[config.mk]
export PLATFORM = sky130hd
export DESIGN_NAME = bfu_ram
export DESIGN_NICKNAME = d
export VERILOG_FILES = /design/src/hdl/bfu_ram.sv
export SDC_FILE = /design/constraint.sdc
export NUM_CORES = 1
export LEC_CHECK = 0
export BUFFER_PORTS_ARGS = -buffer_cell sky130_fd_sc_hd__buf_2
export CAP_MARGIN = 10
export CORE_UTILIZATION = 52
export CTS_CLUSTER_DIAMETER = 40
export CTS_CLUSTER_SIZE = 8
export DETAILED_ROUTE_END_ITERATION = 7
export GPL_ROUTABILITY_DRIVEN = 0
export PLACE_DENSITY = 0.69
export SLEW_MARGIN = 20
export SYNTH_ARGS = -nofsm -noshare
export SYNTH_HDL_FRONTEND = slang
export SYNTH_SLANG_ARGS = --single-unit
[constraint.sdc]
create_clock -name clk -period 5.4 [get_ports clk]
set_input_delay 1.08 -clock clk [delete_from_list [all_inputs] [get_ports clk]]
set_output_delay 1.08 -clock clk [all_outputs]
set_load 0.02 [all_outputs]
[src/hdl/bfu_ram.sv]
// generic simple dual port ram with registered read
`timescale 1ns / 1ps

module bfu_ram #(
    parameter int WIDTH = 8,
    parameter int DEPTH = 16
) (
    input  logic                                   clk,
    input  logic                                   we,
    input  logic [((DEPTH > 1) ? $clog2(DEPTH) : 1)-1:0] waddr,
    input  logic [WIDTH-1:0]                       wdata,
    input  logic                                   re,
    input  logic [((DEPTH > 1) ? $clog2(DEPTH) : 1)-1:0] raddr,
    output logic [WIDTH-1:0]                       rdata
);

    logic [WIDTH-1:0] mem [DEPTH];

    // write port
    always_ff @(posedge clk) begin
        if (we) begin
            mem[waddr] <= wdata;
        end
    end

    // read port, data held until the next read
    always_ff @(posedge clk) begin
        if (re) begin
            rdata <= mem[raddr];
        end
    end

endmodule

==> impl_results.md <==
* Status: finished, final reports clean
* Layout net count at 287
* CP max stage cell: buf_2
* Drt pass-1 iters at 4
* Via count at 2,399
* CTS Buf Count at 17
* Mapped Area at 0.00523 mm^2
* Port buffer count at 26
* Max-cap violations at 0
* Critical Path, Cell by Cell: buf_2 > mux4_1 > a22oi_1 > nand2_1
* Worst path max stage delay at 0.76 ns
* Post-synthesis sequential area ratio at 78.1%
* P_leak at 2.03 nW
* Area fraction of the dominant cell type after synthesis at 78.1%
* Layout area overhead at 16.5%
* Total GRT Usage at 20.6%
* Worst Tran Pin Value at 1.02 ns
* First-pass GRT wire length at 14.3 mm
* Largest net degree at the start of global routing at 33
* Syn Nets at 248
* Core area at 0.00977 mm^2
* Maximum VDD drop at 199 uV
* Pwr dens at 411 mW/mm^2
* Fin crit share at 49.7%
* Clk Latency, worst-skew pair at 0.51 ns
* WL/cell at 23.5 um
* Post-synthesis average cell area at 22.8 um^2
* Hold Fails Final Rpt at 0
* Most common cell in the synthesized netlist: edfxtp_1
* Synth area leader: edfxtp_1
* Fillers at 670
* DRC at 0
* Post-Syn Instances at 229
* CP startpoint kind: primary input
* Deepest clock path buffer count at 2
* Total Die Area at 0.0105 mm^2
* Clk root buf: clkbuf_8
* CTS resizes at 0
* Critical path type: in -> reg
* Post-synth top cells: edfxtp_1 (136), mux4_2 (18), a22oi_1 (16)
* Row cnt at 36
* Syn. warnings at 0
* Pre-CTS setup slack at 2.12 ns
* Total number of H-tree levels at 4
* Fraction of layout cells with a size suffix above 1 at 27.5%
* Setup violators final at 0
* Die H at 102 um
* CP Buf/Inv Count at 1
* EDFF count, synth at 136
* Detailed Place HPWL at 5.81 mm
* Post-route setup slack at 2.72 ns
* Slew Limit Fails at 0
* Remaining Overflow, GRT at 0
* Initial Util at 53.5%
* Ant diodes at 0
* Crit Path Max Fanout at 32
* Synth Flop Type: edfxtp_1
* Vias in the first global route at 2,414
* Hold Crit Class: reg -> reg
* WL final at 9.70 mm
* Post-CTS setup repair buffer count at 0
* DR iter-0 viols at 120
* Dominant cells by area after synthesis: edfxtp_1 (78%), mux4_2 (7.8%), mux4_1 (7.0%)
* Clk sinks at 136
* Post-route ant nets at 0
* Fmax achieved at 373 MHz
* Min Tclk post-route at 2.68 ns
* Max-slew headroom at the worst pin at 32.0%
* Initial antenna violation count at 0
* Worst Path Required at 5.65 ns
* Setup TNS at 0 ns
* Worst-path clk slew at 0.06 ns
* CTS tree: built
* Synth Register Bits at 136
* Crit path capture type: flop
* Worst path arrival time at 2.93 ns
* Vias per inst at 5.81
* FFs w/ async S/R, synth at 0%
* Worst Skew at 0.00848 ns
* RSZ-0062 raised after global routing: false
* Crit path max-delay family: buffers and inverters
* Cts hold-fix bufs at 0
* Die X at 102 um
* Number of library cell types mapped by synthesis at 18
* I/O Pins at 27
-- state kept, by name (all words and copies together), names as in the netlist --
name and count:
mem 128, rdata 8
-- metal layers --
metal | share of wire (%) | up-vias | track usage (%)
met5 | 0 | - | 0
met2 | 52 | 76 | 31.8
met1 | 43 | 1256 | 28.5
li1 | - | 1057 | -
met3 | 4.5 | 10 | 4.79
met4 | 0.72 | 0 | 9.12
-- cells in the final DEF, fill, tap and decap left out --
cell type / n
nand2_1: 9
or3b_2: 1
nand2b_1: 2
nor2_1: 13
clkinv_1: 2
clkbuf_16: 16
a22oi_1: 16
clkbuf_8: 1
bufinv_16: 5
nor2b_1: 1
mux4_1: 14
nand3b_1: 2
clkinv_2: 1
nand3_1: 1
edfxtp_1: 136
and2_1: 1
clkinvlp_4: 2
and2b_1: 1
mux4_2: 18
nor3_1: 4
buf_4: 4
clkbuf_1: 1
clkinv_4: 3
buf_2: 26
-- area by class of cell --
class | count | area (um^2) | share of cell area (%)
timing repair buffer | 30 | 160 | 2.63
clock buffer | 18 | 418 | 6.86
tap | 133 | 166 | 2.73
sequential | 136 | 4080 | 67.1
clock inverter | 13 | 204 | 3.35
multi-input combinational | 83 | 1060 | 17.4
-- worst reg2reg max path, cell delays in order (launching register included) --
cell	delay (ns)
edfxtp_1	0.37
mux4_1	0.50
a22oi_1	0.32
nand2_1	0.10
-- per-stage QoR --
| stage | util (%) | total power, mW | std cells | hold slack, ns | cell area [um^2] |
|---|---|---|---|---|---|
| final | 62.3 | 2.50 | 413 | 0.746 | 6090 |
| after global routing | 62.3 | 2.58 | 413 | 0.792 | 6090 |
| after CTS | 62.3 | 2.52 | 413 | 0.748 | 6090 |
| after detailed placement | 55.9 | 1.33 | 382 | 0.734 | 5470 |
| after global placement | 55.9 | 1.32 | 382 | 0.722 | 5470 |
| after floorplan | - | 1.28 | 229 | 0.705 | 5230 |
-- cells by family after synthesis --
kind of cell	after synthesis	share of synthesized area (%)
AND/OR/NAND/NOR	35	3.14
flip-flops	136	78.1
multiplexers	32	14.8
buffers and inverters	10	1.65
AO/OA/AOI/OAI	16	2.30
-- worst paths after layout --
| kind | startpoint | to | slack (ns) | cells past startpoint |
|---|---|---|---|---|
| setup / recovery | raddr[0] | rdata[4] | 2.72 | 4 |
| hold / removal | mem[14][0] | rdata[0] | 0.75 | 3 |
| setup reg to reg | mem[8][4] | rdata[4] | 3.85 | 3 |
| hold reg to reg | mem[14][0] | rdata[0] | 0.75 | 3 |
-- where the power goes --
part	internal [mW]	leakage [nW]	switching (mW)
Sequential	1.19	1.24	0.00658
Clock	0.791	0.296	0.407
Combinational	0.0415	0.494	0.0645
Total	2.02	2.03	0.478
(Power assumes the default switching activity.)
