===== config.mk =====
export PLATFORM = sky130hd
export DESIGN_NAME = bfu_hash
export DESIGN_NICKNAME = d
export VERILOG_FILES = /design/src/hdl/bfu_pkg.sv /design/src/hdl/bfu_hash.sv
export SDC_FILE = /design/constraint.sdc
export NUM_CORES = 1
export LEC_CHECK = 0
export BUFFER_PORTS_ARGS = -buffer_cell sky130_fd_sc_hd__buf_2
export CORE_UTILIZATION = 27
export CTS_CLUSTER_SIZE = 12
export DETAILED_ROUTE_END_ITERATION = 7
export GPL_TIMING_DRIVEN = 0
export PLACE_DENSITY = 0.47
export SLEW_MARGIN = 30
export SYNTH_ARGS = -nofsm -noshare
export SYNTH_HDL_FRONTEND = slang
export SYNTH_SLANG_ARGS = --single-unit

===== constraint.sdc =====
create_clock -name aclk -period 21.8 [get_ports aclk]
set_clock_uncertainty 0.15 [all_clocks]
set_input_delay 4.36 -clock aclk [delete_from_list [all_inputs] [get_ports aclk]]
set_output_delay 4.36 -clock aclk [all_outputs]
set_load 0.05 [all_outputs]

===== src/hdl/bfu_pkg.sv =====
// shared types, constants and helper functions for the flow table update block
`timescale 1ns / 1ps

package bfu_pkg;

    // table geometry
    localparam int BUCKETS = 1024;
    localparam int WAYS    = 4;
    localparam int ENTRIES = BUCKETS * WAYS;
    localparam int BKT_W   = (BUCKETS > 1) ? $clog2(BUCKETS) : 1;
    localparam int WAY_W   = (WAYS > 1) ? $clog2(WAYS) : 1;
    localparam int ENTRY_W = (ENTRIES > 1) ? $clog2(ENTRIES) : 1;
    localparam int NB_W    = $clog2(BUCKETS + 1);

    // bucket count register
    localparam int          BC_W     = 11;
    localparam logic [10:0] BC_RESET = 11'd1024;

    // network protocols
    localparam logic [15:0] PROTO_V4 = 16'h0800;
    localparam logic [15:0] PROTO_V6 = 16'h86DD;

    // hash constants
    localparam logic [31:0] MIX_XOR = 32'd61;
    localparam logic [31:0] MIX_MUL = 32'h27d4eb2d;

    // result status codes
    localparam logic [1:0] ST_OK    = 2'd0;
    localparam logic [1:0] ST_PROTO = 2'd1;
    localparam logic [1:0] ST_FULL  = 2'd2;

    typedef struct packed {
        logic [15:0] net_proto;
        logic [7:0]  trans_proto;
        logic [63:0] src_words_01;
        logic [63:0] src_words_23;
        logic [63:0] dst_words_01;
        logic [63:0] dst_words_23;
        logic [15:0] src_l4_port;
        logic [15:0] dst_l4_port;
        logic [15:0] pkt_length;
        logic [63:0] pkt_time;
    } in_t;

    typedef struct packed {
        logic [1:0]  status;
        logic [31:0] flow_number;
        logic        is_new;
        logic        direction;
        logic [63:0] up_pkts;
        logic [63:0] up_octets;
        logic [63:0] down_pkts;
        logic [63:0] down_octets;
        logic [63:0] total_pkts;
        logic [63:0] total_octets;
        logic [63:0] seen_time;
    } out_t;

    // one stored flow
    typedef struct packed {
        logic [15:0] net_proto;
        logic [7:0]  trans_proto;
        logic [63:0] a_words_01;
        logic [63:0] a_words_23;
        logic [63:0] b_words_01;
        logic [63:0] b_words_23;
        logic [15:0] a_port;
        logic [15:0] b_port;
        logic [31:0] number;
        logic [63:0] up_pkts;
        logic [63:0] up_octets;
        logic [63:0] down_pkts;
        logic [63:0] down_octets;
        logic [63:0] total_pkts;
        logic [63:0] total_octets;
        logic [63:0] seen_time;
    } entry_t;

    localparam int ENTRY_BITS = $bits(entry_t);

    // hash unit request and response
    typedef struct packed {
        logic        start;
        logic [31:0] key;
    } hreq_t;

    typedef struct packed {
        logic             done;
        logic [BKT_W-1:0] bucket;
    } hrsp_t;

    // first part of the integer mix, before the multiply
    function automatic logic [31:0] mix_pre(input logic [31:0] k);
        logic [31:0] a;
        logic [31:0] b;
        a = (k ^ MIX_XOR) ^ (k >> 16);
        b = a + (a << 3);
        return b ^ (b >> 4);
    endfunction

    // address compare; ipv4 looks at word 0 only
    function automatic logic addr_eq(input logic v6, input logic [63:0] x01,
                                     input logic [63:0] x23, input logic [63:0] y01,
                                     input logic [63:0] y23);
        logic r;
        if (!v6) begin
            r = (x01[31:0] == y01[31:0]);
        end else begin
            r = (x01 == y01) && (x23 == y23);
        end
        return r;
    endfunction

endpackage


===== src/hdl/bfu_hash.sv =====
// key mix with one multiply, then bit-serial modulo by the bucket count
`timescale 1ns / 1ps

module bfu_hash (
    input  logic                     aclk,
    input  logic                     aresetn,
    input  bfu_pkg::hreq_t           req,
    input  logic [bfu_pkg::NB_W-1:0] nb,
    output bfu_pkg::hrsp_t           rsp
);

    localparam logic [2:0] H_IDLE = 3'd0;
    localparam logic [2:0] H_MUL  = 3'd1;
    localparam logic [2:0] H_FIN  = 3'd2;
    localparam logic [2:0] H_DIV  = 3'd3;
    localparam logic [2:0] H_DONE = 3'd4;

    logic [2:0]               state_reg, state_next;
    logic [31:0]              k_reg, k_next;
    logic [31:0]              quo_reg, quo_next;
    logic [bfu_pkg::NB_W-1:0] rem_reg, rem_next;
    logic [4:0]               cnt_reg, cnt_next;
    logic [bfu_pkg::NB_W:0]   trial;
    logic [31:0]              prod;

    assign prod  = k_reg * bfu_pkg::MIX_MUL;
    assign trial = {rem_reg, quo_reg[31]};

    // sequencer and subtract unit for the modulo
    always_comb begin
        state_next = state_reg;
        k_next     = k_reg;
        quo_next   = quo_reg;
        rem_next   = rem_reg;
        cnt_next   = cnt_reg;
        case (state_reg)
            H_IDLE: begin
                if (req.start) begin
                    k_next     = bfu_pkg::mix_pre(req.key);
                    state_next = H_MUL;
                end
            end
            H_MUL: begin
                k_next     = prod;
                state_next = H_FIN;
            end
            H_FIN: begin
                quo_next   = k_reg ^ (k_reg >> 15);
                rem_next   = '0;
                cnt_next   = '0;
                state_next = H_DIV;
            end
            H_DIV: begin
                // one quotient bit per cycle
                if (trial >= {1'b0, nb}) begin
                    rem_next = bfu_pkg::NB_W'(trial - {1'b0, nb});
                end else begin
                    rem_next = bfu_pkg::NB_W'(trial);
                end
                quo_next = quo_reg << 1;
                cnt_next = cnt_reg + 5'd1;
                if (cnt_reg == 5'd31) begin
                    state_next = H_DONE;
                end
            end
            H_DONE: begin
                state_next = H_IDLE;
            end
            default: begin
                state_next = H_IDLE;
            end
        endcase
    end

    always_ff @(posedge aclk) begin
        if (!aresetn) begin
            state_reg <= H_IDLE;
        end else begin
            state_reg <= state_next;
        end
    end

    always_ff @(posedge aclk) begin
        k_reg   <= k_next;
        quo_reg <= quo_next;
        rem_reg <= rem_next;
        cnt_reg <= cnt_next;
    end

    assign rsp.done   = (state_reg == H_DONE);
    assign rsp.bucket = bfu_pkg::BKT_W'(rem_reg);

endmodule


==> metrics.yaml, run 1 <==
sta:
  slew_headroom: 0.379
  drv_slew: 0
  rsz0062_at_grt: "false"
  period_share: 0.373
  hold_viol: 0
  tns_ns: 0
  period_needed_ns: 8.14
  finalSetupViolCount: 0
  worstMarginPinSlew_ns: 0.932
  fmax_ghz: 0.123
clock_tree:
  clk-insertion-delay-late_ns: 0.35
  ctsRootBufferMaster: "clkbuf_16"
  clock_path_buffers: 2
  cts_max_level: 3
  cts_hold_buf: 0
  cts_resized: 0
  postCtsSetupBuffers: 0
  cts_sinks: 83
  cts_tree: "yes"
  path_clk_slew_ns: 0.07
  cts_buffers: 9
worst_setup_path:
  cp_top_family: "adder cells"
  startpoint_type: "flip-flop"
  crit_type: "flip-flop to flip-flop"
  cpMaxStageDelayCell: "edfxtp_1"
  crit_top_cell: "fa_1"
  cp.required_ns: 21.74
  worst_ep_arrival_time_ns: 8.08
  worstPathMaxFanout: 10
  cp.depth: 25
  rr_worst_depth: 25
  critPathMaxStageDelay_ns: 0.95
  crit_path_end_kind: "flip-flop"
  path_buf_inv: 5
yosys:
  syn_area_per_cell_um2: 9.65
  synth.area.top_cells: "fa_1, ha_1, edfxtp_1"
  synth_top_family_by_area: "adder cells"
  synth_edf_count: 80
  netlist-cell-type-count: 58
  syn_inst: 1555
  synthXorXnorAreaFrac: 0.0888
  yosys_register_bits: 83
  yosys.area_share.simple: 0.0738
  synthFlopType: "edfxtp_1"
  synth_nets: 2038
  synthMuxAreaShare: 0.0100
  yosysTopAreaCellShare: 0.268
  synthArstFlopShare: 0
  synth_compound_area_frac: 0.0922
  ys_seq_area_frac: 0.164
  syn_area_um2: 15000
  synth_fa_ha_area_frac: 0.465
  ys_warn_count: 0
  synth_top_area_cell: "fa_1"
grt:
  grt.total_usage: 0.155
  grt_max_degree: 31
  antenna_found_initial: 1
  grt_pass1_vias: 11400
  grt_pass1_wl_um: 66200
  grt-ovfl-total: 0
floorplan:
  core_area_um2: 55000
  die_h_um: 238
  chipWidth_um: 238
  initial_core_util: 0.273
  io_pins: 57
  dieArea_um2: 56500
  core.rowCount: 86
layout:
  fin_nets: 2110
  multiInputGateArea_um2: 11000
  register_area_um2: 2460
  diodes: 0
  synthToLayoutAreaGrowth_pct: 10.8
  fillers: 5838
  final_layout_size_suffix_gt1_frac: 0.0625
run:
  max_cap_violations: 0
routing:
  ant_nets: 0
  drtPass1Iterations: 5
  wl_per_cell_um: 17.9
  drt-total-wl_um: 42600
  num_vias: 10700
  viasPerCell: 4.49
  drc: 0
  drt_iter0_drc: 645
hold_path:
  min_path_cells: 2
  hp-class: "flip-flop to flip-flop"
place:
  hpwlAfterDp_um: 36500
  gp_congestion: 0.902
  io_buffers: 56
status:
  outcome: "finished, final reports clean"
==> worst reg2reg max path, delay by kind of cell, from the launching register on <==
family / cells / cell delay (ns)
adder cells (fa/ha/maj): 9 / 4.14
flip-flops: 1 / 0.95
AND/OR/NAND/NOR: 1 / 0.06
multiplexers: 1 / 0.26
XOR/XNOR: 1 / 0.23
buffers and inverters: 5 / 0.28
AO/OA/AOI/OAI: 8 / 1.81
==> area by class of cell <==
| type | count | share of cell area |
|---|---|---|
| tap | 748 | 0.0563 |
| timing repair buffer | 61 | 0.0224 |
| clock buffer | 10 | 0.0138 |
| buffer | 27 | 0.00843 |
| sequential | 83 | 0.148 |
| multi-input combinational | 1059 | 0.659 |
| clock inverter | 6 | 0.00437 |
| inverter | 386 | 0.0872 |
==> final timing paths <==
path / from / end / slack [ns]
hold reg to reg: quo_reg[26] / quo_reg[27] / 0.36
hold / removal: quo_reg[26] / quo_reg[27] / 0.36
setup / recovery: k_reg[4] / k_reg[30] / 13.66
setup reg to reg: k_reg[4] / k_reg[30] / 13.66
==> cell families (layout without fill, tap and decap cells) <==
group,after synthesis,in the layout
fa+ha+maj,437,437
mux,15,15
buf+inv,413,490
xor+xnor,152,152
simple gates,242,242
flops,83,83
compound gates,213,213
==> cells in the mapped netlist, drive strengths merged, types with 5 or more instances <==
cell	n
inv	386
ha	236
fa	201
xnor2	103
nand2	101
edfxtp	80
o21ai	64
nor2	53
xor2	49
a21oi	47
a21o	33
mux2i	15
clkbuf	14
buf	13
nand3	13
nor2b	13
and2	12
and3	12
a211oi	11
nor3	11
nand2b	10
or2	9
a31oi	8
o21a	7
a211o	5
o211ai	5
o21bai	5
==> cells in the final DEF, fill, tap and decap left out, types with 11 or more instances in the layout <==
cell,Yosys,final
a211oi_1,11,11
a21o_1,33,33
a21oi_1,47,47
and2_1,12,12
and3_1,12,12
buf_2,1,57
clkbuf_1,14,15
edfxtp_1,80,80
fa_1,201,201
ha_1,236,236
inv_1,385,385
mux2i_1,15,15
nand2_1,101,101
nand3_1,13,13
nor2_1,53,53
nor2b_1,13,12
nor3_1,11,11
o21ai_0,16,16
o21ai_1,48,48
xnor2_1,103,103
xor2_1,49,49
==> metrics by stage <==
stage                     cells  hold WS, ns   util  instance area, µm²  setup slack (ns)
after floorplan            1555        0.334      -               15000             14.51
after global placement     2359        0.344  0.295               16200             13.74
after detailed placement   2363        0.346  0.297               16300             13.71
after CTS                  2379        0.363  0.302               16600             13.67
after global routing       2380        0.386  0.302               16600             13.43
final                      2380        0.360  0.302               16600             13.66
==> routing by layer <==
layer  wire (µm)  track usage  vias to the layer above  share of wire
met3        1950       0.0274                       51          0.046
met2       19800        0.253                      195           0.47
met4         770       0.0305                        2          0.018
met1       20000        0.214                     5346           0.47
met5          13            0                        -        0.00031
li1            -            -                     5100              -
Power of run 1 is not shown: default switching activity piles up to over one toggle a cycle in this logic, so the estimate is an artifact.
==> run 2, diff against run 1 <==
ABC_AREA = 1   (was default)
PLACE_DENSITY = 0.49   (was 0.47)
clock period = 6.8 ns   (was 21.8 ns; I/O delays follow)
==> metrics.yaml, run 2 <==
status:
  outcome: "finished, final reports clean"  # unchanged
worst_setup_path:
  crit_type: "flip-flop to flip-flop"  # unchanged
  worst_ep_arrival_time_ns: 6.63  # was 8.08 ns
  startpoint_type: "flip-flop"  # unchanged
  critPathMaxStageDelay_ns: 0.55  # was 0.95 ns
  worstPathCellList: "ha_1 -> fa_1 -> inv_1 -> fa_1 -> fa_1 -> inv_1 -> fa_1 -> fa_1 -> fa_1 -> inv_1 -> fa_1 -> inv_1 -> ha_4 -> a21oi_1 -> o21ai_0 -> a21oi_2 -> buf_4 -> nand3_2 -> a21o_1 -> o21ai_2 -> nand2_1"
  worstPathMaxFanout: 5  # was 10
  crit_path_end_kind: "flip-flop"  # unchanged
  cpMaxStageDelayCell: "edfxtp_1"  # unchanged
  cp.required_ns: 6.75  # was 21.74 ns
  rr_worst_depth: 21  # was 25
  crit_top_cell: "fa_1"  # unchanged
place:
  io_buffers: 56  # unchanged
  hpwlAfterDp_um: 42000  # was 36,500 µm
  gp_congestion: 0.898  # was 0.902
  dp_slack_ns: -0.973  # was 13.71 ns
clock_tree:
  path_clk_slew_ns: 0.07  # about the same
  clock_path_buffers: 2  # unchanged
  cts_sinks: 83  # unchanged
  clk-insertion-delay-late_ns: 0.35  # about the same
  cts_buffers: 9  # unchanged
  cts_max_level: 3  # unchanged
  cts_tree: "yes"  # unchanged
  cts_hold_buf: 0  # unchanged
  ctsRootBufferMaster: "clkbuf_16"  # unchanged
yosys:
  synth_edf_count: 80  # unchanged
  synth_nets: 2392  # was 2,038
  synth.area.top_cells: "fa_1, ha_1, edfxtp_1"  # unchanged
  synthArstFlopShare: 0  # unchanged
  synth_top_area_cell: "fa_1"  # unchanged
  syn_inst: 1909  # was 1,555
  yosys_register_bits: 83  # unchanged
  yosysTopAreaCellShare: 0.252  # was 0.268
  synthFlopType: "edfxtp_1"  # unchanged
  synth_common_cells: "inv_1, nand2_1, ha_1, fa_1, a21oi_1"  # was inv_1, ha_1, fa_1, xnor2_1, nand2_1
  syn_area_per_cell_um2: 8.36  # was 9.65 µm²
  yosysMostFrequentCell: "inv_1"  # unchanged
  netlist-cell-type-count: 43  # was 58
  ys_warn_count: 0  # unchanged
  ys_seq_area_frac: 0.154  # was 0.164
  syn_area_um2: 16000  # was 15,000 µm²
sta:
  finalSetupViolCount: 0  # unchanged
  tns_ns: 0  # unchanged
  hold_slack_ns: 0.375  # was 0.360 ns
  period_share: 0.982  # was 0.373
  period_needed_ns: 6.68  # was 8.14 ns
  worstMarginPinSlew_ns: 0.896  # was 0.932 ns
  fmax_ghz: 0.150  # was 0.123 GHz
  slew_headroom: 0.398  # was 0.379
  drv_slew: 0  # unchanged
  worst_slack_ns: 0.121  # was 13.66 ns
  hold_viol: 0  # unchanged
layout:
  fin_nets: 2537  # was 2,110
  synthToLayoutAreaGrowth_pct: 19.4  # was 10.8%
  final_layout_size_suffix_gt1_frac: 0.163  # was 0.0625
  register_area_um2: 2460  # unchanged
  final_util: 0.328  # was 0.302
  layout_common_cells: "inv_1, nand2_1, ha_1"  # was inv_1, ha_1, fa_1
  final_common_cell: "inv_1"  # unchanged
  fillers: 6035  # was 5,838
  multiInputGateArea_um2: 12300  # was 11,000 µm²
  diodes: 0  # unchanged
routing:
  wl_per_cell_um: 17.8  # was 17.9 µm
  ant_nets: 0  # unchanged
  drc: 0  # unchanged
  drtPass1Iterations: 5  # unchanged
  viasPerCell: 4.50  # was 4.49
  num_vias: 12700  # was 10,700
  drt_iter0_drc: 587  # was 645
  drt-total-wl_um: 50200  # was 42,600 µm
grt:
  grt.total_usage: 0.170  # was 0.155
  grt-ovfl-total: 0  # unchanged
  antenna_found_initial: 0  # was 1
  grt_pass1_vias: 13100  # was 11,400
  grt_pass1_wl_um: 77200  # was 66,200 µm
  grt_max_degree: 45  # was 31
floorplan:
  core.rowCount: 88  # was 86
  initial_core_util: 0.275  # was 0.273
  io_pins: 57  # unchanged
  chipWidth_um: 245  # was 238 µm
  die_h_um: 245  # was 238 µm
  core_area_um2: 58000  # was 55,000 µm²
  dieArea_um2: 60100  # was 56,500 µm²
run:
  max_cap_violations: 0  # unchanged
hold_path:
  hp-class: "flip-flop to flip-flop"  # unchanged
  min_path_cells: 2  # unchanged
-- run 2: final timing paths --
path / from / end / slack, ns
hold reg to reg: quo_reg[22] / quo_reg[23] / 0.37
setup / recovery: k_reg[12] / k_reg[27] / 0.12
setup reg to reg: k_reg[12] / k_reg[27] / 0.12
hold / removal: quo_reg[22] / quo_reg[23] / 0.37
-- run 2: critical path, delay by kind of cell (launching register included) --
family                     cells  cell delay [ns]
and+or+nand+nor                2             0.19
buffers and inverters          5             0.49
DFF                            1             0.55
AOI/OAI and AO/OA              5             0.95
adders and majority gates      9             4.11
-- run 2: logic make-up after synthesis --
group,count (synthesis),synth area share
AOI/OAI and AO/OA,231,0.0801
and+or+nand+nor,531,0.141
buffers and inverters,515,0.124
DFF,83,0.154
adders and majority gates,437,0.437
xor gates and xnor gates,112,0.0629
-- run 2: cell type report --
| cell class | count | share of cell area |
|---|---|---|
| plain buffers | 26 | 0.00749 |
| clock buffers | 9 | 0.0118 |
| clock inverters | 7 | 0.00421 |
| inverters | 489 | 0.0967 |
| multi-input cells | 1311 | 0.647 |
| flip-flops and latches | 83 | 0.129 |
| well taps | 765 | 0.0503 |
| repair buffers | 134 | 0.0536 |
-- run 2: metrics by stage --
stage / cell area, µm² / cells
6_report: 19000 / 2824
5_1_grt: 19000 / 2824
4_1_cts: 18400 / 2800
3_5_place_dp: 17300 / 2735
3_3_place_gp: 17200 / 2730
2_1_floorplan: 16000 / 1909
-- run 2: repair_timing --
item / 4_1_cts / 5_1_grt
pin swaps: 10 / 74
resized for setup: 71 / 115
endpoints found under the setup margin: 17 / 14
cloned: 0 / 0
hold endpoints to repair: 0 / 0
setup buffers: 49 / 25
-- run 2: per-layer routing --
layer	track usage	share of wire
met1	0.232	0.47
met5	0	0
met2	0.286	0.47
met4	0.0272	0.019
met3	0.0235	0.045
Power of run 2 is left out for the same reason.
